==> src/hdl/fspid_pkg.sv <==
// fspid_pkg: types, register indexes, mode codes and the microcode ROM of the
// filtered-setpoint velocity PID. No dependencies.
package fspid_pkg;

  localparam int FIELD_W     = 32;  // width of every payload field
  localparam int CFG_INDEX_W = 3;
  localparam int CFG_DATA_W  = 32;
  localparam int DECAY_W     = 17;
  localparam int FRAC_BITS   = 16;
  localparam int CHUNK_W     = 16;  // multiplier digit width
  localparam int Q_ONE       = 65536;

  // configuration register indexes
  localparam logic [CFG_INDEX_W-1:0] REG_MODE         = 3'd0;
  localparam logic [CFG_INDEX_W-1:0] REG_GAIN         = 3'd1;
  localparam logic [CFG_INDEX_W-1:0] REG_DT_OVER_TI   = 3'd2;
  localparam logic [CFG_INDEX_W-1:0] REG_TD_OVER_DT   = 3'd3;
  localparam logic [CFG_INDEX_W-1:0] REG_TAU_OVER_DT  = 3'd4;
  localparam logic [CFG_INDEX_W-1:0] REG_FILTER_DECAY = 3'd5;

  typedef logic [1:0] mode_t;
  localparam mode_t MODE_ERROR_PID  = 2'd0;
  localparam mode_t MODE_MEAS_DERIV = 2'd1;
  localparam mode_t MODE_MEAS_PD    = 2'd2;
  localparam mode_t MODE_HOLD       = 2'd3;

  typedef logic [1:0] op_t;
  localparam op_t OP_ADD = 2'd0;
  localparam op_t OP_SUB = 2'd1;
  localparam op_t OP_MUL = 2'd2;

  // operand / destination selects
  typedef logic [4:0] sel_t;
  localparam sel_t SEL_NONE = 5'd0;
  localparam sel_t SEL_V    = 5'd1;
  localparam sel_t SEL_C    = 5'd2;
  localparam sel_t SEL_ONE  = 5'd3;
  localparam sel_t SEL_GAIN = 5'd4;
  localparam sel_t SEL_DTI  = 5'd5;
  localparam sel_t SEL_TDD  = 5'd6;
  localparam sel_t SEL_TAU  = 5'd7;
  localparam sel_t SEL_DEC  = 5'd8;
  localparam sel_t SEL_F    = 5'd9;
  localparam sel_t SEL_PC   = 5'd10;
  localparam sel_t SEL_E1   = 5'd11;
  localparam sel_t SEL_X2   = 5'd12;
  localparam sel_t SEL_V1   = 5'd13;
  localparam sel_t SEL_ACC  = 5'd14;
  localparam sel_t SEL_ERR  = 5'd15;
  localparam sel_t SEL_T0   = 5'd16;
  localparam sel_t SEL_T1   = 5'd17;
  localparam sel_t SEL_T2   = 5'd18;

  typedef logic [5:0] upc_t;
  localparam upc_t MODE0_START = 6'd10;
  localparam upc_t MODE1_START = 6'd21;
  localparam upc_t MODE2_START = 6'd31;

  typedef struct packed {
    op_t  op;
    sel_t src_a;
    sel_t src_b;
    sel_t dst;
    logic branch;  // end of filter segment: continue at the mode's program, or finish in MODE_HOLD
    logic last;    // end of program
  } uop_t;

  typedef struct packed {
    logic start;
    op_t  op;
    sel_t src_a;
    sel_t src_b;
    sel_t dst;
    logic idle;
    logic commit;
  } ctl_t;

  typedef struct packed {
    logic busy;
    logic done;
  } alu_status_t;

  function automatic uop_t mk(input op_t op, input sel_t a, input sel_t b, input sel_t d,
                              input logic br, input logic ls);
    uop_t u;
    u.op     = op;
    u.src_a  = a;
    u.src_b  = b;
    u.dst    = d;
    u.branch = br;
    u.last   = ls;
    return u;
  endfunction

  function automatic uop_t ucode(input upc_t pc);
    uop_t u;
    unique case (pc)
      // setpoint filter, shared by all modes
      6'd0:  u = mk(OP_SUB, SEL_C,    SEL_PC,  SEL_T0,  1'b0, 1'b0);
      6'd1:  u = mk(OP_SUB, SEL_F,    SEL_C,   SEL_T1,  1'b0, 1'b0);
      6'd2:  u = mk(OP_MUL, SEL_T0,   SEL_TAU, SEL_T2,  1'b0, 1'b0);
      6'd3:  u = mk(OP_ADD, SEL_T1,   SEL_T2,  SEL_T1,  1'b0, 1'b0);
      6'd4:  u = mk(OP_SUB, SEL_ONE,  SEL_TAU, SEL_T2,  1'b0, 1'b0);
      6'd5:  u = mk(OP_MUL, SEL_T0,   SEL_T2,  SEL_T2,  1'b0, 1'b0);
      6'd6:  u = mk(OP_ADD, SEL_C,    SEL_T2,  SEL_T0,  1'b0, 1'b0);
      6'd7:  u = mk(OP_MUL, SEL_T1,   SEL_DEC, SEL_T2,  1'b0, 1'b0);
      6'd8:  u = mk(OP_ADD, SEL_T0,   SEL_T2,  SEL_F,   1'b0, 1'b0);
      6'd9:  u = mk(OP_SUB, SEL_F,    SEL_V,   SEL_ERR, 1'b1, 1'b0);
      // error PID
      6'd10: u = mk(OP_ADD, SEL_ONE,  SEL_DTI, SEL_T0,  1'b0, 1'b0);
      6'd11: u = mk(OP_ADD, SEL_T0,   SEL_TDD, SEL_T0,  1'b0, 1'b0);
      6'd12: u = mk(OP_MUL, SEL_T0,   SEL_ERR, SEL_T0,  1'b0, 1'b0);
      6'd13: u = mk(OP_ADD, SEL_TDD,  SEL_TDD, SEL_T1,  1'b0, 1'b0);
      6'd14: u = mk(OP_ADD, SEL_ONE,  SEL_T1,  SEL_T1,  1'b0, 1'b0);
      6'd15: u = mk(OP_MUL, SEL_T1,   SEL_E1,  SEL_T1,  1'b0, 1'b0);
      6'd16: u = mk(OP_SUB, SEL_T0,   SEL_T1,  SEL_T0,  1'b0, 1'b0);
      6'd17: u = mk(OP_MUL, SEL_TDD,  SEL_X2,  SEL_T1,  1'b0, 1'b0);
      6'd18: u = mk(OP_ADD, SEL_T0,   SEL_T1,  SEL_T0,  1'b0, 1'b0);
      6'd19: u = mk(OP_MUL, SEL_GAIN, SEL_T0,  SEL_T0,  1'b0, 1'b0);
      6'd20: u = mk(OP_ADD, SEL_ACC,  SEL_T0,  SEL_ACC, 1'b0, 1'b1);
      // derivative on measurement
      6'd21: u = mk(OP_ADD, SEL_V1,   SEL_V1,  SEL_T1,  1'b0, 1'b0);
      6'd22: u = mk(OP_SUB, SEL_V,    SEL_T1,  SEL_T1,  1'b0, 1'b0);
      6'd23: u = mk(OP_ADD, SEL_T1,   SEL_X2,  SEL_T1,  1'b0, 1'b0);
      6'd24: u = mk(OP_ADD, SEL_ONE,  SEL_DTI, SEL_T0,  1'b0, 1'b0);
      6'd25: u = mk(OP_MUL, SEL_T0,   SEL_ERR, SEL_T0,  1'b0, 1'b0);
      6'd26: u = mk(OP_SUB, SEL_T0,   SEL_E1,  SEL_T0,  1'b0, 1'b0);
      6'd27: u = mk(OP_MUL, SEL_TDD,  SEL_T1,  SEL_T1,  1'b0, 1'b0);
      6'd28: u = mk(OP_SUB, SEL_T0,   SEL_T1,  SEL_T0,  1'b0, 1'b0);
      6'd29: u = mk(OP_MUL, SEL_GAIN, SEL_T0,  SEL_T0,  1'b0, 1'b0);
      6'd30: u = mk(OP_ADD, SEL_ACC,  SEL_T0,  SEL_ACC, 1'b0, 1'b1);
      // P and D on measurement
      6'd31: u = mk(OP_ADD, SEL_V1,   SEL_V1,  SEL_T1,  1'b0, 1'b0);
      6'd32: u = mk(OP_SUB, SEL_V,    SEL_T1,  SEL_T1,  1'b0, 1'b0);
      6'd33: u = mk(OP_ADD, SEL_T1,   SEL_X2,  SEL_T1,  1'b0, 1'b0);
      6'd34: u = mk(OP_MUL, SEL_DTI,  SEL_ERR, SEL_T0,  1'b0, 1'b0);
      6'd35: u = mk(OP_SUB, SEL_V,    SEL_V1,  SEL_T2,  1'b0, 1'b0);
      6'd36: u = mk(OP_SUB, SEL_T0,   SEL_T2,  SEL_T0,  1'b0, 1'b0);
      6'd37: u = mk(OP_MUL, SEL_TDD,  SEL_T1,  SEL_T1,  1'b0, 1'b0);
      6'd38: u = mk(OP_SUB, SEL_T0,   SEL_T1,  SEL_T0,  1'b0, 1'b0);
      6'd39: u = mk(OP_MUL, SEL_GAIN, SEL_T0,  SEL_T0,  1'b0, 1'b0);
      6'd40: u = mk(OP_ADD, SEL_ACC,  SEL_T0,  SEL_ACC, 1'b0, 1'b1);
      default: u = mk(OP_ADD, SEL_NONE, SEL_NONE, SEL_NONE, 1'b0, 1'b1);
    endcase
    return u;
  endfunction

endpackage

==> src/hdl/fspid_in_if.sv <==
// fspid_in_if: input channel (valid/ready) carrying one sensed/command sample.
// Depends on fspid_pkg.
interface fspid_in_if;
  logic                                   valid;
  logic                                   ready;
  logic signed [fspid_pkg::FIELD_W-1:0]   sensed_value;
  logic signed [fspid_pkg::FIELD_W-1:0]   command_value;

  modport source(output valid, output sensed_value, output command_value, input ready);
  modport sink(input valid, input sensed_value, input command_value, output ready);
endinterface

==> src/hdl/fspid_out_if.sv <==
// fspid_out_if: result channel (valid/ready) carrying the drive value.
// Depends on fspid_pkg.
interface fspid_out_if;
  logic                                   valid;
  logic                                   ready;
  logic signed [fspid_pkg::FIELD_W-1:0]   drive;

  modport source(output valid, output drive, input ready);
  modport sink(input valid, input drive, output ready);
endinterface

==> src/hdl/filtered_setpoint_velocity_pid_unit.sv <==
// Filtered-setpoint velocity-form PID, one drive result per input transaction.
// Each tick runs the shared setpoint-filter program on the single ALU, then the mode's
// program (none in mode 3); multiplies are digit-serial over N = ceil(DATA_WIDTH/16) digits.
// One item at a time: a new sample is taken only after the last result is committed.
// Reset (synchronous, rst high) clears the filter, history, drive and config to defaults.
module filtered_setpoint_velocity_pid_unit #(
  parameter int DATA_WIDTH = 32
) (
  input  logic                                      clk,
  input  logic                                      rst,
  fspid_in_if.sink                                  sample,
  fspid_out_if.source                               result,
  input  logic                                      write_enable,
  input  logic [fspid_pkg::CFG_INDEX_W-1:0]         write_index,
  input  logic [fspid_pkg::CFG_DATA_W-1:0]          write_data
);

  localparam int FW = fspid_pkg::FIELD_W;
  localparam logic signed [65:0] LIM_HI = (66'sd1 <<< (DATA_WIDTH - 1)) - 66'sd1;
  localparam logic signed [65:0] LIM_LO = -LIM_HI - 66'sd1;
  localparam logic signed [65:0] OUT_HI = 66'sd2147483647;
  localparam logic signed [65:0] OUT_LO = -66'sd2147483648;

  // clamp a field or register value into the datapath range
  function automatic logic signed [DATA_WIDTH-1:0] fit(input logic signed [32:0] x);
    logic signed [65:0] xe;
    xe = 66'(x);
    if (xe > LIM_HI) begin
      return LIM_HI[DATA_WIDTH-1:0];
    end else if (xe < LIM_LO) begin
      return LIM_LO[DATA_WIDTH-1:0];
    end
    return xe[DATA_WIDTH-1:0];
  endfunction

  // clamp the accumulator into the 32-bit result field
  function automatic logic signed [FW-1:0] clip_out(input logic signed [DATA_WIDTH-1:0] x);
    logic signed [65:0] xe;
    xe = 66'(x);
    if (xe > OUT_HI) begin
      return OUT_HI[FW-1:0];
    end else if (xe < OUT_LO) begin
      return OUT_LO[FW-1:0];
    end
    return xe[FW-1:0];
  endfunction

  // configuration
  fspid_pkg::mode_t                      mode;
  logic signed [FW-1:0]                  gain;
  logic signed [FW-1:0]                  dt_over_ti;
  logic signed [FW-1:0]                  td_over_dt;
  logic signed [FW-1:0]                  tau_over_dt;
  logic [fspid_pkg::DECAY_W-1:0]         filter_decay;

  // captured sample and working registers
  logic signed [DATA_WIDTH-1:0]          sensed;
  logic signed [DATA_WIDTH-1:0]          command;
  logic signed [DATA_WIDTH-1:0]          error;
  logic signed [DATA_WIDTH-1:0]          t0;
  logic signed [DATA_WIDTH-1:0]          t1;
  logic signed [DATA_WIDTH-1:0]          t2;

  // loop state
  logic signed [DATA_WIDTH-1:0]          filtered_command;
  logic signed [DATA_WIDTH-1:0]          previous_command;
  logic signed [DATA_WIDTH-1:0]          error_one_back;
  logic signed [DATA_WIDTH-1:0]          value_two_back;
  logic signed [DATA_WIDTH-1:0]          value_one_back;
  logic signed [DATA_WIDTH-1:0]          drive_accumulator;

  // result register: holds the finished transaction while the next tick is taken
  logic                                  result_valid;
  logic signed [FW-1:0]                  result_drive;

  fspid_pkg::ctl_t                       ctl;
  fspid_pkg::alu_status_t                alu_st;
  logic signed [DATA_WIDTH-1:0]          opnd_a;
  logic signed [DATA_WIDTH-1:0]          opnd_b;
  logic signed [DATA_WIDTH-1:0]          alu_y;
  logic                                  accept;
  logic                                  out_free;

  assign accept       = sample.valid && ctl.idle;
  assign sample.ready = ctl.idle;
  assign out_free     = !result_valid || result.ready;
  assign result.valid = result_valid;
  assign result.drive = result_drive;

  function automatic logic signed [DATA_WIDTH-1:0] pick(
    input fspid_pkg::sel_t sel,
    input logic signed [DATA_WIDTH-1:0] v, c, f, pcv, e1, x2, v1, acc, er, r0, r1, r2,
    input logic signed [FW-1:0] gn, dti, tdd, tau,
    input logic [fspid_pkg::DECAY_W-1:0] dec
  );
    logic signed [DATA_WIDTH-1:0] r;
    unique case (sel)
      fspid_pkg::SEL_V:    r = v;
      fspid_pkg::SEL_C:    r = c;
      fspid_pkg::SEL_ONE:  r = fit(33'(fspid_pkg::Q_ONE));
      fspid_pkg::SEL_GAIN: r = fit(33'(gn));
      fspid_pkg::SEL_DTI:  r = fit(33'(dti));
      fspid_pkg::SEL_TDD:  r = fit(33'(tdd));
      fspid_pkg::SEL_TAU:  r = fit(33'(tau));
      fspid_pkg::SEL_DEC:  r = fit($signed({16'b0, dec}));
      fspid_pkg::SEL_F:    r = f;
      fspid_pkg::SEL_PC:   r = pcv;
      fspid_pkg::SEL_E1:   r = e1;
      fspid_pkg::SEL_X2:   r = x2;
      fspid_pkg::SEL_V1:   r = v1;
      fspid_pkg::SEL_ACC:  r = acc;
      fspid_pkg::SEL_ERR:  r = er;
      fspid_pkg::SEL_T0:   r = r0;
      fspid_pkg::SEL_T1:   r = r1;
      fspid_pkg::SEL_T2:   r = r2;
      default:             r = '0;
    endcase
    return r;
  endfunction

  assign opnd_a = pick(ctl.src_a, sensed, command, filtered_command, previous_command,
                       error_one_back, value_two_back, value_one_back, drive_accumulator,
                       error, t0, t1, t2, gain, dt_over_ti, td_over_dt, tau_over_dt,
                       filter_decay);
  assign opnd_b = pick(ctl.src_b, sensed, command, filtered_command, previous_command,
                       error_one_back, value_two_back, value_one_back, drive_accumulator,
                       error, t0, t1, t2, gain, dt_over_ti, td_over_dt, tau_over_dt,
                       filter_decay);

  fspid_seq u_seq (
    .clk      (clk),
    .rst      (rst),
    .accept   (accept),
    .mode     (mode),
    .out_free (out_free),
    .alu_st   (alu_st),
    .ctl      (ctl)
  );

  fspid_alu #(
    .DATA_WIDTH (DATA_WIDTH)
  ) u_alu (
    .clk    (clk),
    .rst    (rst),
    .start  (ctl.start),
    .op     (ctl.op),
    .a      (opnd_a),
    .b      (opnd_b),
    .status (alu_st),
    .y      (alu_y)
  );

  // configuration writes; the user issues them only while the block is idle (not enforced)
  always_ff @(posedge clk) begin
    if (rst) begin
      mode         <= fspid_pkg::MODE_ERROR_PID;
      gain         <= '0;
      dt_over_ti   <= FW'(fspid_pkg::Q_ONE);
      td_over_dt   <= FW'(fspid_pkg::Q_ONE);
      tau_over_dt  <= FW'(327680);
      filter_decay <= fspid_pkg::DECAY_W'(53656);
    end else if (write_enable) begin
      unique case (write_index)
        fspid_pkg::REG_MODE:         mode         <= write_data[1:0];
        fspid_pkg::REG_GAIN:         gain         <= write_data;
        fspid_pkg::REG_DT_OVER_TI:   dt_over_ti   <= write_data;
        fspid_pkg::REG_TD_OVER_DT:   td_over_dt   <= write_data;
        fspid_pkg::REG_TAU_OVER_DT:  tau_over_dt  <= write_data;
        fspid_pkg::REG_FILTER_DECAY: filter_decay <= write_data[fspid_pkg::DECAY_W-1:0];
        default: begin
        end
      endcase
    end
  end

  // sample capture and scratch registers
  always_ff @(posedge clk) begin
    if (accept) begin
      sensed  <= fit(33'(sample.sensed_value));
      command <= fit(33'(sample.command_value));
    end
    if (alu_st.done) begin
      unique case (ctl.dst)
        fspid_pkg::SEL_ERR: error <= alu_y;
        fspid_pkg::SEL_T0:  t0    <= alu_y;
        fspid_pkg::SEL_T1:  t1    <= alu_y;
        fspid_pkg::SEL_T2:  t2    <= alu_y;
        default: begin
        end
      endcase
    end
  end

  // loop state: ALU write-back during the program, history shift at commit
  always_ff @(posedge clk) begin
    if (rst) begin
      filtered_command  <= '0;
      previous_command  <= '0;
      error_one_back    <= '0;
      value_two_back    <= '0;
      value_one_back    <= '0;
      drive_accumulator <= '0;
    end else if (ctl.commit) begin
      previous_command <= command;
      unique case (mode)
        fspid_pkg::MODE_ERROR_PID: begin
          value_two_back <= error_one_back;
          error_one_back <= error;
        end
        fspid_pkg::MODE_MEAS_DERIV: begin
          value_two_back <= value_one_back;
          value_one_back <= sensed;
          error_one_back <= error;
        end
        fspid_pkg::MODE_MEAS_PD: begin
          value_two_back <= value_one_back;
          value_one_back <= sensed;
        end
        default: begin
        end
      endcase
    end else if (alu_st.done) begin
      if (ctl.dst == fspid_pkg::SEL_F) begin
        filtered_command <= alu_y;
      end
      if (ctl.dst == fspid_pkg::SEL_ACC) begin
        drive_accumulator <= alu_y;
      end
    end
  end

  // result transaction
  always_ff @(posedge clk) begin
    if (rst) begin
      result_valid <= 1'b0;
    end else if (ctl.commit) begin
      result_valid <= 1'b1;
    end else if (result.ready) begin
      result_valid <= 1'b0;
    end
  end

  always_ff @(posedge clk) begin
    if (ctl.commit) begin
      result_drive <= clip_out(drive_accumulator);
    end
  end

endmodule

==> src/hdl/fspid_alu.sv <==
// fspid_alu: shared saturating Q16.16 add/sub/multiply unit.
// Multiply is digit-serial, CHUNK_W bits of b per cycle. Depends on fspid_pkg.
module fspid_alu #(
  parameter int DATA_WIDTH = 32
) (
  input  logic                          clk,
  input  logic                          rst,
  input  logic                          start,
  input  fspid_pkg::op_t                op,
  input  logic signed [DATA_WIDTH-1:0]  a,
  input  logic signed [DATA_WIDTH-1:0]  b,
  output fspid_pkg::alu_status_t        status,
  output logic signed [DATA_WIDTH-1:0]  y
);

  localparam int NCH = (DATA_WIDTH + fspid_pkg::CHUNK_W - 1) / fspid_pkg::CHUNK_W;
  localparam int BW  = NCH * fspid_pkg::CHUNK_W;
  localparam int PW  = DATA_WIDTH + BW + 1;
  localparam int CW  = $clog2(NCH + 1);

  localparam logic [1:0] ST_IDLE = 2'd0;
  localparam logic [1:0] ST_MUL  = 2'd1;
  localparam logic [1:0] ST_FIN  = 2'd2;

  localparam logic signed [DATA_WIDTH-1:0] MAXV = {1'b0, {(DATA_WIDTH-1){1'b1}}};
  localparam logic signed [DATA_WIDTH-1:0] MINV = {1'b1, {(DATA_WIDTH-1){1'b0}}};

  logic [1:0]                          state;
  logic [CW-1:0]                       cnt;
  logic                                first;
  logic signed [DATA_WIDTH-1:0]        a_reg;
  logic [BW-1:0]                       b_reg;
  logic signed [PW-1:0]                acc;
  logic signed [fspid_pkg::CHUNK_W:0]  digit;
  logic signed [DATA_WIDTH+fspid_pkg::CHUNK_W:0] prod;
  logic signed [PW-1:0]                quot;
  logic signed [DATA_WIDTH:0]          sum;
  logic                                is_mul;
  logic                                prod_ovf;
  logic [DATA_WIDTH-1:0]               sum_y;
  logic [DATA_WIDTH-1:0]               prod_y;

  assign is_mul = (op == fspid_pkg::OP_MUL);

  // top digit is signed, lower digits unsigned
  assign digit = {(first ? b_reg[BW-1] : 1'b0), b_reg[BW-1 -: fspid_pkg::CHUNK_W]};
  assign prod  = a_reg * digit;

  always_ff @(posedge clk) begin
    if (rst) begin
      state <= ST_IDLE;
      cnt   <= '0;
      first <= 1'b0;
    end else begin
      unique case (state)
        ST_IDLE: begin
          if (start && is_mul) begin
            state <= ST_MUL;
            cnt   <= CW'(NCH);
            first <= 1'b1;
          end
        end
        ST_MUL: begin
          first <= 1'b0;
          cnt   <= cnt - 1'b1;
          if (cnt == CW'(1)) begin
            state <= ST_FIN;
          end
        end
        ST_FIN: begin
          state <= ST_IDLE;
        end
        default: begin
          state <= ST_IDLE;
        end
      endcase
    end
  end

  always_ff @(posedge clk) begin
    if (state == ST_IDLE && start && is_mul) begin
      a_reg <= a;
      b_reg <= BW'(b);
      acc   <= '0;
    end else if (state == ST_MUL) begin
      acc   <= (acc <<< fspid_pkg::CHUNK_W) + PW'(prod);
      b_reg <= b_reg << fspid_pkg::CHUNK_W;
    end
  end

  // add/sub: exact in DATA_WIDTH+1 bits, then saturate
  always_comb begin
    if (op == fspid_pkg::OP_SUB) begin
      sum = (DATA_WIDTH+1)'(a) - (DATA_WIDTH+1)'(b);
    end else begin
      sum = (DATA_WIDTH+1)'(a) + (DATA_WIDTH+1)'(b);
    end
    if (sum[DATA_WIDTH] != sum[DATA_WIDTH-1]) begin
      sum_y = sum[DATA_WIDTH] ? MINV : MAXV;
    end else begin
      sum_y = sum[DATA_WIDTH-1:0];
    end
  end

  // product: floor shift, then saturate
  assign quot     = acc >>> fspid_pkg::FRAC_BITS;
  assign prod_ovf = !((&quot[PW-1:DATA_WIDTH-1]) || !(|quot[PW-1:DATA_WIDTH-1]));
  assign prod_y   = prod_ovf ? (quot[PW-1] ? MINV : MAXV) : quot[DATA_WIDTH-1:0];

  assign y           = (state == ST_FIN) ? prod_y : sum_y;
  assign status.busy = (state != ST_IDLE);
  assign status.done = (state == ST_FIN) || (state == ST_IDLE && start && !is_mul);

endmodule

==> src/hdl/fspid_seq.sv <==
// fspid_seq: microcode sequencer stepping the ALU through one tick's program.
// Depends on fspid_pkg (microcode ROM, control types).
module fspid_seq (
  input  logic                    clk,
  input  logic                    rst,
  input  logic                    accept,
  input  fspid_pkg::mode_t        mode,
  input  logic                    out_free,
  input  fspid_pkg::alu_status_t  alu_st,
  output fspid_pkg::ctl_t         ctl
);

  localparam logic [1:0] ST_IDLE = 2'd0;
  localparam logic [1:0] ST_RUN  = 2'd1;
  localparam logic [1:0] ST_DONE = 2'd2;

  logic [1:0]           state;
  logic [1:0]           state_next;
  fspid_pkg::upc_t      pc;
  fspid_pkg::upc_t      pc_next;
  fspid_pkg::uop_t      uop;

  assign uop = fspid_pkg::ucode(pc);

  always_comb begin
    state_next = state;
    pc_next    = pc;
    unique case (state)
      ST_IDLE: begin
        if (accept) begin
          state_next = ST_RUN;
          pc_next    = '0;
        end
      end
      ST_RUN: begin
        if (alu_st.done) begin
          if (uop.last) begin
            state_next = ST_DONE;
          end else if (uop.branch) begin
            unique case (mode)
              fspid_pkg::MODE_ERROR_PID:  pc_next = fspid_pkg::MODE0_START;
              fspid_pkg::MODE_MEAS_DERIV: pc_next = fspid_pkg::MODE1_START;
              fspid_pkg::MODE_MEAS_PD:    pc_next = fspid_pkg::MODE2_START;
              fspid_pkg::MODE_HOLD:       state_next = ST_DONE;
              default:                    state_next = ST_DONE;
            endcase
          end else begin
            pc_next = pc + 1'b1;
          end
        end
      end
      ST_DONE: begin
        if (out_free) begin
          state_next = ST_IDLE;
        end
      end
      default: begin
        state_next = ST_IDLE;
      end
    endcase
  end

  always_ff @(posedge clk) begin
    if (rst) begin
      state <= ST_IDLE;
      pc    <= '0;
    end else begin
      state <= state_next;
      pc    <= pc_next;
    end
  end

  assign ctl.start  = (state == ST_RUN) && !alu_st.busy;
  assign ctl.op     = uop.op;
  assign ctl.src_a  = uop.src_a;
  assign ctl.src_b  = uop.src_b;
  assign ctl.dst    = uop.dst;
  assign ctl.idle   = (state == ST_IDLE);
  assign ctl.commit = (state == ST_DONE) && out_free;

endmodule
==> src/flat_wrapper.sv <==
// flat-port wrapper written by rule: the top's interface ports become plain ports
module filtered_setpoint_velocity_pid_unit_flat 
#(
  parameter int DATA_WIDTH = 32
)
  (clk, rst, write_enable, write_index, write_data, sample_valid, sample_sensed_value, sample_command_value, sample_ready, result_valid, result_drive, result_ready);
  fspid_in_if sample_i ();
  fspid_out_if result_i ();
  input  logic clk;
  input  logic rst;
  input  logic write_enable;
  input  logic [fspid_pkg::CFG_INDEX_W-1:0] write_index;
  input  logic [fspid_pkg::CFG_DATA_W-1:0] write_data;
  input wire logic [$bits(sample_i.valid)-1:0] sample_valid;
  input wire logic [$bits(sample_i.sensed_value)-1:0] sample_sensed_value;
  input wire logic [$bits(sample_i.command_value)-1:0] sample_command_value;
  output wire logic [$bits(sample_i.ready)-1:0] sample_ready;
  output wire logic [$bits(result_i.valid)-1:0] result_valid;
  output wire logic [$bits(result_i.drive)-1:0] result_drive;
  input wire logic [$bits(result_i.ready)-1:0] result_ready;
  assign sample_i.valid = sample_valid;
  assign sample_i.sensed_value = sample_sensed_value;
  assign sample_i.command_value = sample_command_value;
  assign sample_ready = sample_i.ready;
  assign result_valid = result_i.valid;
  assign result_drive = result_i.drive;
  assign result_i.ready = result_ready;
  filtered_setpoint_velocity_pid_unit #(.DATA_WIDTH(DATA_WIDTH)) u_core (.clk(clk), .rst(rst), .sample(sample_i), .result(result_i), .write_enable(write_enable), .write_index(write_index), .write_data(write_data));
endmodule
==> config.mk <==
export PLATFORM = sky130hd
export DESIGN_NAME = filtered_setpoint_velocity_pid_unit_flat
export DESIGN_NICKNAME = d
export VERILOG_FILES = /design/src/hdl/fspid_pkg.sv /design/src/hdl/fspid_in_if.sv /design/src/hdl/fspid_out_if.sv /design/src/hdl/filtered_setpoint_velocity_pid_unit.sv /design/src/hdl/fspid_alu.sv /design/src/hdl/fspid_seq.sv /design/src/flat_wrapper.sv
export SDC_FILE = /design/constraint.sdc
export NUM_CORES = 2
export LEC_CHECK = 0
export BUFFER_PORTS_ARGS = -buffer_cell sky130_fd_sc_hd__buf_4
export CORE_MARGIN = 1.5
export CORE_UTILIZATION = 50
export DETAILED_ROUTE_END_ITERATION = 10
export PLACE_DENSITY = 0.73
export SETUP_SLACK_MARGIN = 0.5
export SYNTH_ARGS = -nofsm -noshare
export SYNTH_HDL_FRONTEND = slang
export SYNTH_SLANG_ARGS = --single-unit
==> constraint.sdc <==
create_clock -name clk -period 7.75 [get_ports clk]
set_input_delay 0.775 -clock clk [delete_from_list [all_inputs] [get_ports clk]]
set_output_delay 0.775 -clock clk [all_outputs]
set_load 0.03 [all_outputs]
# Yosys cells after proc, flatten, opt, wreduce, memory -nomap -nowiden
# Memories as Yosys holds them, arrays and structs flattened. A register that Yosys moved wholly into a read port is not among the register bits.
# Cells that the tools add are included.
[word_totals] regBits=706 out_inout_bits=34 in_bits=104 romBits=1216 n_memories=1 wordCells=250
[classes] bitwise=1 n_eq_ne=67 add_sub_neg=5 n_reduce_logical=47 mux=86 multipliers=1 order_cmp=14
[mem_list] memory="(no name shown)" words=64 width=19 read_ports=1 rd_ports_with_merged_regs=1 wr=0 line_no="fspid_pkg.sv:97" text="unique case (pc)"
[ops] cell="$pmux W32 S18" n=2
[ops] cell="$mux W32" n=32
[ops] cell="$gt A32 B32 Y1 const B" n=7
[ops] cell="$lt A32 B32 Y1 const B" n=7
[ops] cell="$eq A5 B4 Y1 const B" n=19
[ops] cell="$add A65 B49 Y65" n=1
[ops] cell="$pmux W32 S2" n=1
[ops] cell="$mul A32 B17 Y49" n=1
[ops] cell="$eq A5 B5 Y1 const B" n=9
[ops] cell="$eq A5 B3 Y1 const B" n=8
[ops] cell="$mux W6" n=6
[ops] cell="$add A32 B32 Y33" n=1
[ops] cell="$mux W33" n=1
[ops] cell="$sub A32 B32 Y33" n=1
[ops] cell="$reduce_and A2 Y1" n=15
[ops] cell="$mux W1" n=29
[ops] cell="$eq A5 B2 Y1 const B" n=4
[ops] cell="$mux W2" n=9
[ops] cell="$pmux W6 S3" n=1
[ops] cell="$reduce_and A18 Y1" n=1
[ops] cell="$reduce_or A18 Y1" n=1
[ops] cell="$pmux W6 S2" n=1
[ops] cell="$reduce_bool A2 Y1" n=6
[ops] cell="$eq A2 B1 Y1 const B" n=5
[ops] cell="25 further kinds" n=53

# Longest topological paths before layout
[logic_depth] depth_word=11 depth_mapped=32 mapped_depth_nobuf=27

# By module
# Synthesis repeated with hierarchy kept, for this count alone.
[hier_totals] hier_cells=6598 area_unflattened_um2=59713.5
[modules_own_cells] mod="fspid_alu" instances=1 seq_area_each_um2=3323.2 cells_each=3521 area_each_um2=31382.6
[modules_own_cells] mod="filtered_setpoint_velocity_pid_unit" instances=1 seq_area_each_um2=13533.0 cells_each=2780 area_each_um2=26004.9
[modules_own_cells] mod="fspid_seq" instances=1 seq_area_each_um2=540.5 cells_each=297 area_each_um2=2326.0

# Worst setup path after synthesis
# Ideal clock, no wire load.
[synth_path] kind="register -> register" from="register u_core.u_alu.a_reg[31]" to="register u_core.u_alu.acc[58]" n_path_buf=2 period_less_slack_ns=7.456 path_stages_with_launch=26 setup_slack_ns=0.294 arrival_ns=7.339 setup_time_ns=0.117 required_time_ns=7.633 path_cell_list="edfxtp_1 > clkbuf_1 > nand2_1 > inv_1 > fa_1 > fa_1 > ha_1 > inv_1 > fa_1 > fa_1 > inv_1 > fa_1 > ha_1 > clkbuf_1 > nand4_1 > nor2_1 > nand4_1 > o22a_1 > o31a_1 > nand2b_1 > a41oi_1 > o21ai_0 > a211oi_1 > o21ai_0 > a21o_1 > a32o_1"
[synth_via] elab_chain_cells=2
[synth_lines] item="start, declared" line_no="fspid_alu.sv:31" text="logic signed [DATA_WIDTH-1:0] a_reg;"
[synth_lines] item="start signal, assigned" line_no="fspid_alu.sv:82" text="a_reg <= a;"
[synth_lines] item="$mul A32 B17 Y49" line_no="fspid_alu.sv:47" text="assign prod = a_reg * digit;"
[synth_lines] item="$add A65 B49 Y65" line_no="fspid_alu.sv:86" text="acc <= (acc <<< fspid_pkg::CHUNK_W) + PW'(prod);"
[synth_lines] item="end signal, assigned" line_no="fspid_alu.sv:86"
[synth_lines] item="end, declared" line_no="fspid_alu.sv:33" text="logic signed [PW-1:0] acc;"
# Every way passes these cells.
# A chain may end at the register's enable or synchronous reset.

# Worst setup path in the final report
[layout_path] from="register u_core.u_seq.uop[7] (netlist name)" to="register u_core.t2[10] (data pin)"
[layout_via] elab_chain_cells=7 elab_cells_between_ends=26 classes_between="2 x add/sub; 19 x eq/ne; 5 x mux"
[layout_lines] item="$eq A5 B5 Y1, or another cell as far along" line_no="filtered_setpoint_velocity_pid_unit.sv:97" text="unique case (sel)"
[layout_lines] item="$pmux W32 S18 *" line_no="filtered_setpoint_velocity_pid_unit.sv:97"
[layout_lines] item="net u_core.opnd_b[0]" line_no="filtered_setpoint_velocity_pid_unit.sv:79" text="logic signed [DATA_WIDTH-1:0] opnd_b;"
[layout_lines] item="$add A32 B32 Y33 or $sub A32 B32 Y33 (tied branches)" line_no="fspid_alu.sv:96, fspid_alu.sv:94"
[layout_lines] item="$mux W33 *" line_no="fspid_alu.sv:93" text="if (op == fspid_pkg::OP_SUB) begin"
[layout_lines] item="$mux W32 or $ne A1 B1 Y1 (tied branches)" line_no="fspid_alu.sv:99, fspid_alu.sv:98"
[layout_lines] item="$mux W32 *" line_no="fspid_alu.sv:98" text="if (sum[DATA_WIDTH] != sum[DATA_WIDTH-1]) begin"
[layout_lines] item="$mux W32 *" line_no="fspid_alu.sv:110" text="assign y = (state == ST_FIN) ? prod_y : sum_y;"
[layout_lines] item="net u_core.alu_y[10]" line_no="filtered_setpoint_velocity_pid_unit.sv:80" text="logic signed [DATA_WIDTH-1:0] alu_y;"
[layout_lines] item="end signal, assigned" line_no="filtered_setpoint_velocity_pid_unit.sv:187" text="fspid_pkg::SEL_T2: t2 <= alu_y;"
[layout_lines] item="end, declared" line_no="filtered_setpoint_velocity_pid_unit.sv:62" text="logic signed [DATA_WIDTH-1:0] t2;"
# The timed path passes the listed nets; every way through them passes the cells marked *.

==> impl_metrics.py <==
metrics = {
    "setup_path": {
        "cp.arrival_ns": 7.52,
        "start_kind": "flop",
        "crit_path_end_kind": "flop",
        "critPathRequiredTime_ns": 8.16,
        "crit_fanout": 13,
        "path_class": "flop to flop",
    },
    "final_layout": {
        "area_growth_pct": 13.13,
        "drive_gt1_share_pct": 12.94,
        "largest-register": "u_core.u_alu.acc",
        "fin_nets": 7512,
        "nFillCells": 10150,
        "largest_reg_flops": 65,
        "ff_latch_area_sq_um": 17410,
        "multi_input_area_sq_um": 36970,
        "fin_util_pct": 57.02,
    },
    "yosys": {
        "synth-edff-count": 288,
        "postSynthCellCount": 6382,
        "seq_area_frac_synth_pct": 29.74,
        "synthTopCellsByCount": "1036 x nand2_1, 716 x inv_1, 650 x fa_1, 456 x a21oi_1, 437 x dfxtp_1",
        "yosysTopAreaCell": "fa_1",
        "yosysUniqueCellTypes": 100,
        "yosys.cell_count.top_type": "nand2_1",
        "async_flop_share_pct": 0,
        "ys_ff_latch": 725,
        "synth.net_count": 7364,
        "synthFlopType": "dfxtp_1",
        "synth-warning-count": 0,
        "yosys-top-cells-area": "fa_1 22%, dfxtp_1 15%, edfxtp_1 15%",
        "synth_top_area_share_pct": 22.25,
        "synth.avg_cell_area_sq_um": 9.165,
        "syn-cell-area_sq_um": 58490,
    },
    "drt": {
        "postRouteAntennaNets": 0,
        "drtIter0Drc": 8235,
        "num_vias": 51840,
        "wl_per_cell_um": 27.40,
        "drtPass1Iterations": 10,
        "via_per_inst": 6.378,
        "drcViolationCount": 0,
        "wirelength_um": 222700,
    },
    "timing": {
        "fin_setup_tns_ns": 0,
        "finalCritPeriodShare_pct": 91.79,
        "hold_viol_final": 0,
        "fmax_mhz": 140.6,
        "relSlewSlack_pct": 16.59,
        "rsz0062_at_grt": "true",
        "tightestPinTransition_ns": 1.247,
        "drv_slew": 0,
        "skew_ns": 0.04489,
        "setup_viol": 0,
        "fin_crit_ns": 7.114,
    },
    "floorplanning": {
        "pin_count": 138,
        "die_width_um": 345.0,
        "die_h_um": 345.0,
        "dieArea_sq_um": 119000,
        "placementRows": 125,
        "start_util_pct": 50.40,
        "core_sq_um": 116000,
    },
    "clock_tree": {
        "insertion_delay_ns": 0.70,
        "clock-sinks": 725,
        "cts_root_buf": "clkbuf_16",
        "cts_tree": "yes",
        "cts_buffer_depth": 3,
        "ctsHoldBuffers": 0,
        "cts.htree.levels": 3,
        "cts.clk_slew.worst_paths_ns": 0.06,
        "numCtsBuffers": 83,
    },
    "global_routing": {
        "grt_pass1_vias": 51280,
        "grt_max_degree": 188,
        "grt_pass1_wl_um": 328100,
        "grt_usage_pct": 36.66,
        "grt_overflow": 0,
        "antenna_found_initial": 5,
    },
    "placed_design": {
        "portBuffers": 137,
        "dp_hpwl_um": 157500,
        "place_congestion": 0.9914,
    },
    "power": {
        "ir_drop_mv": 0.3406,
        "leakage_nw": 27.57,
        "cellPowerDensity_nw_per_um2": 283.6,
        "power_mw": 18.77,
    },
    "outcome": {
        "status": "completed",
    },
    "min_path": {
        "min_path_type": "primary input to flop",
    },
    "flow_run": {
        "maxCapViolCount": 0,
    },
}
-- cell families (layout without fill, tap and decap cells) --
kind of cell,after synthesis,after routing,share of synthesized area [%]
simple gates,2064,2064,16.84
compound gates,1351,1351,15.64
buf+inv,1192,1409,7.945
fa+ha+maj,879,879,27.14
flops,725,725,29.74
xor+xnor,121,121,1.812
mux,50,50,0.8792
other cells,0,4,0
-- worst max-delay path: stages (launching register included) --
cell and delay, ns:
dfxtp_2 0.46, nor3b_2 0.72, and2_2 0.55, buf_4 0.25
a22oi_1 0.08, nand4_1 0.13, buf_4 0.20, inv_1 0.06
ha_1 0.27, mux2i_1 0.14, fa_1 0.50, a211oi_1 0.32
o21ai_0 0.18, a22o_1 0.26, a41o_1 0.31, a211oi_2 0.23
buf_4 0.17, a31oi_1 0.11, and4_1 0.25, a2111oi_4 0.31
buf_4 0.19, nand4_1 0.17, a31oi_4 0.27, buf_12 0.17
a21oi_1 0.08, buf_4 0.19, and2_1 0.24
-- metrics by stage --
stage	area [sq um]	setup WS, ns	instances	hold WS, ns
2_1_floorplan	58490	0.5143	6382	0.4342
3_3_place_gp	62410	0.1245	7903	0.4520
3_5_place_dp	62410	0.1487	7903	0.4563
4_1_cts	65330	0.4542	8073	0.2397
5_1_grt	66160	0.4318	8123	0.2504
6_report	66170	0.6362	8127	0.2585
-- where the power goes --
part	switching [mW]	internal [mW]	total [mW]
Clock	1.75	2.28	4.03
Sequential	0.340	4.42	4.76
Combinational	5.94	4.03	9.97
-- layout by cell type (no fill, tap or decap), types with 69 or more instances in the layout --
cell       Yosys  routed
and3_1       167     167
a21oi_1      456     452
nand3_1       94      92
ha_1         228     217
clkbuf_16      0      85
nand2_1     1036    1033
edfxtp_1     288     288
a22oi_1      288     288
buf_4         11     494
inv_1        716     713
nor2_1       219     197
a22o_1       105     105
o21ai_0      119     111
fa_1         650     649
dfxtp_1      437     430
and2_1       270     257
xnor2_1       69      69
-- path summary, 6_finish.rpt --
kind	from	endpoint	slack, ns	depth (start not counted)
worst max-delay path	u_core.u_seq.uop[7]$_DFF_P_	u_core.t2[10]$_DFFE_PP_	0.64	26
worst min-delay path	sample_command_value[27]	u_core.command[27]$_DFFE_PP_	0.26	1
worst max register to register	u_core.u_seq.uop[7]$_DFF_P_	u_core.t2[10]$_DFFE_PP_	0.64	26
worst min register to register	u_core.gain[9]$_SDFFE_PP0P_	u_core.gain[9]$_SDFFE_PP0P_	0.47	2
-- cell type report --
type	count	area share (%)
flip-flops and latches	725	26.31
clock buffers	112	3.502
well taps	1524	2.882
inverters	720	4.101
diodes	4	0.01513
repair buffers	535	6.692
multi-input cells	4465	55.87
clock inverters	42	0.6315
-- repair_timing --
| action | CTS | global route |
|---|---|---|
| resized for setup | 19 | 80 |
| pin swaps | 2 | 20 |
| endpoints found under the setup margin | 184 | 213 |
| endpoints found under the hold margin | 0 | 0 |
| cloned | 0 | 1 |
| setup buffers | 16 | 49 |
-- routing by layer --
metal / vias up / share of wire [%] / track usage (%) / routed length (um)
met2: 3912 / 43 / 55.69 / 95760
met5: - / 0.017 / 0 / 38
li1: 21790 / - / - / -
met1: 25030 / 36 / 46.06 / 81070
met4: 6 / 7.2 / 21.26 / 16100
met3: 1096 / 13 / 11.55 / 29720
Note: power is estimated with default switching activity, not from simulation.
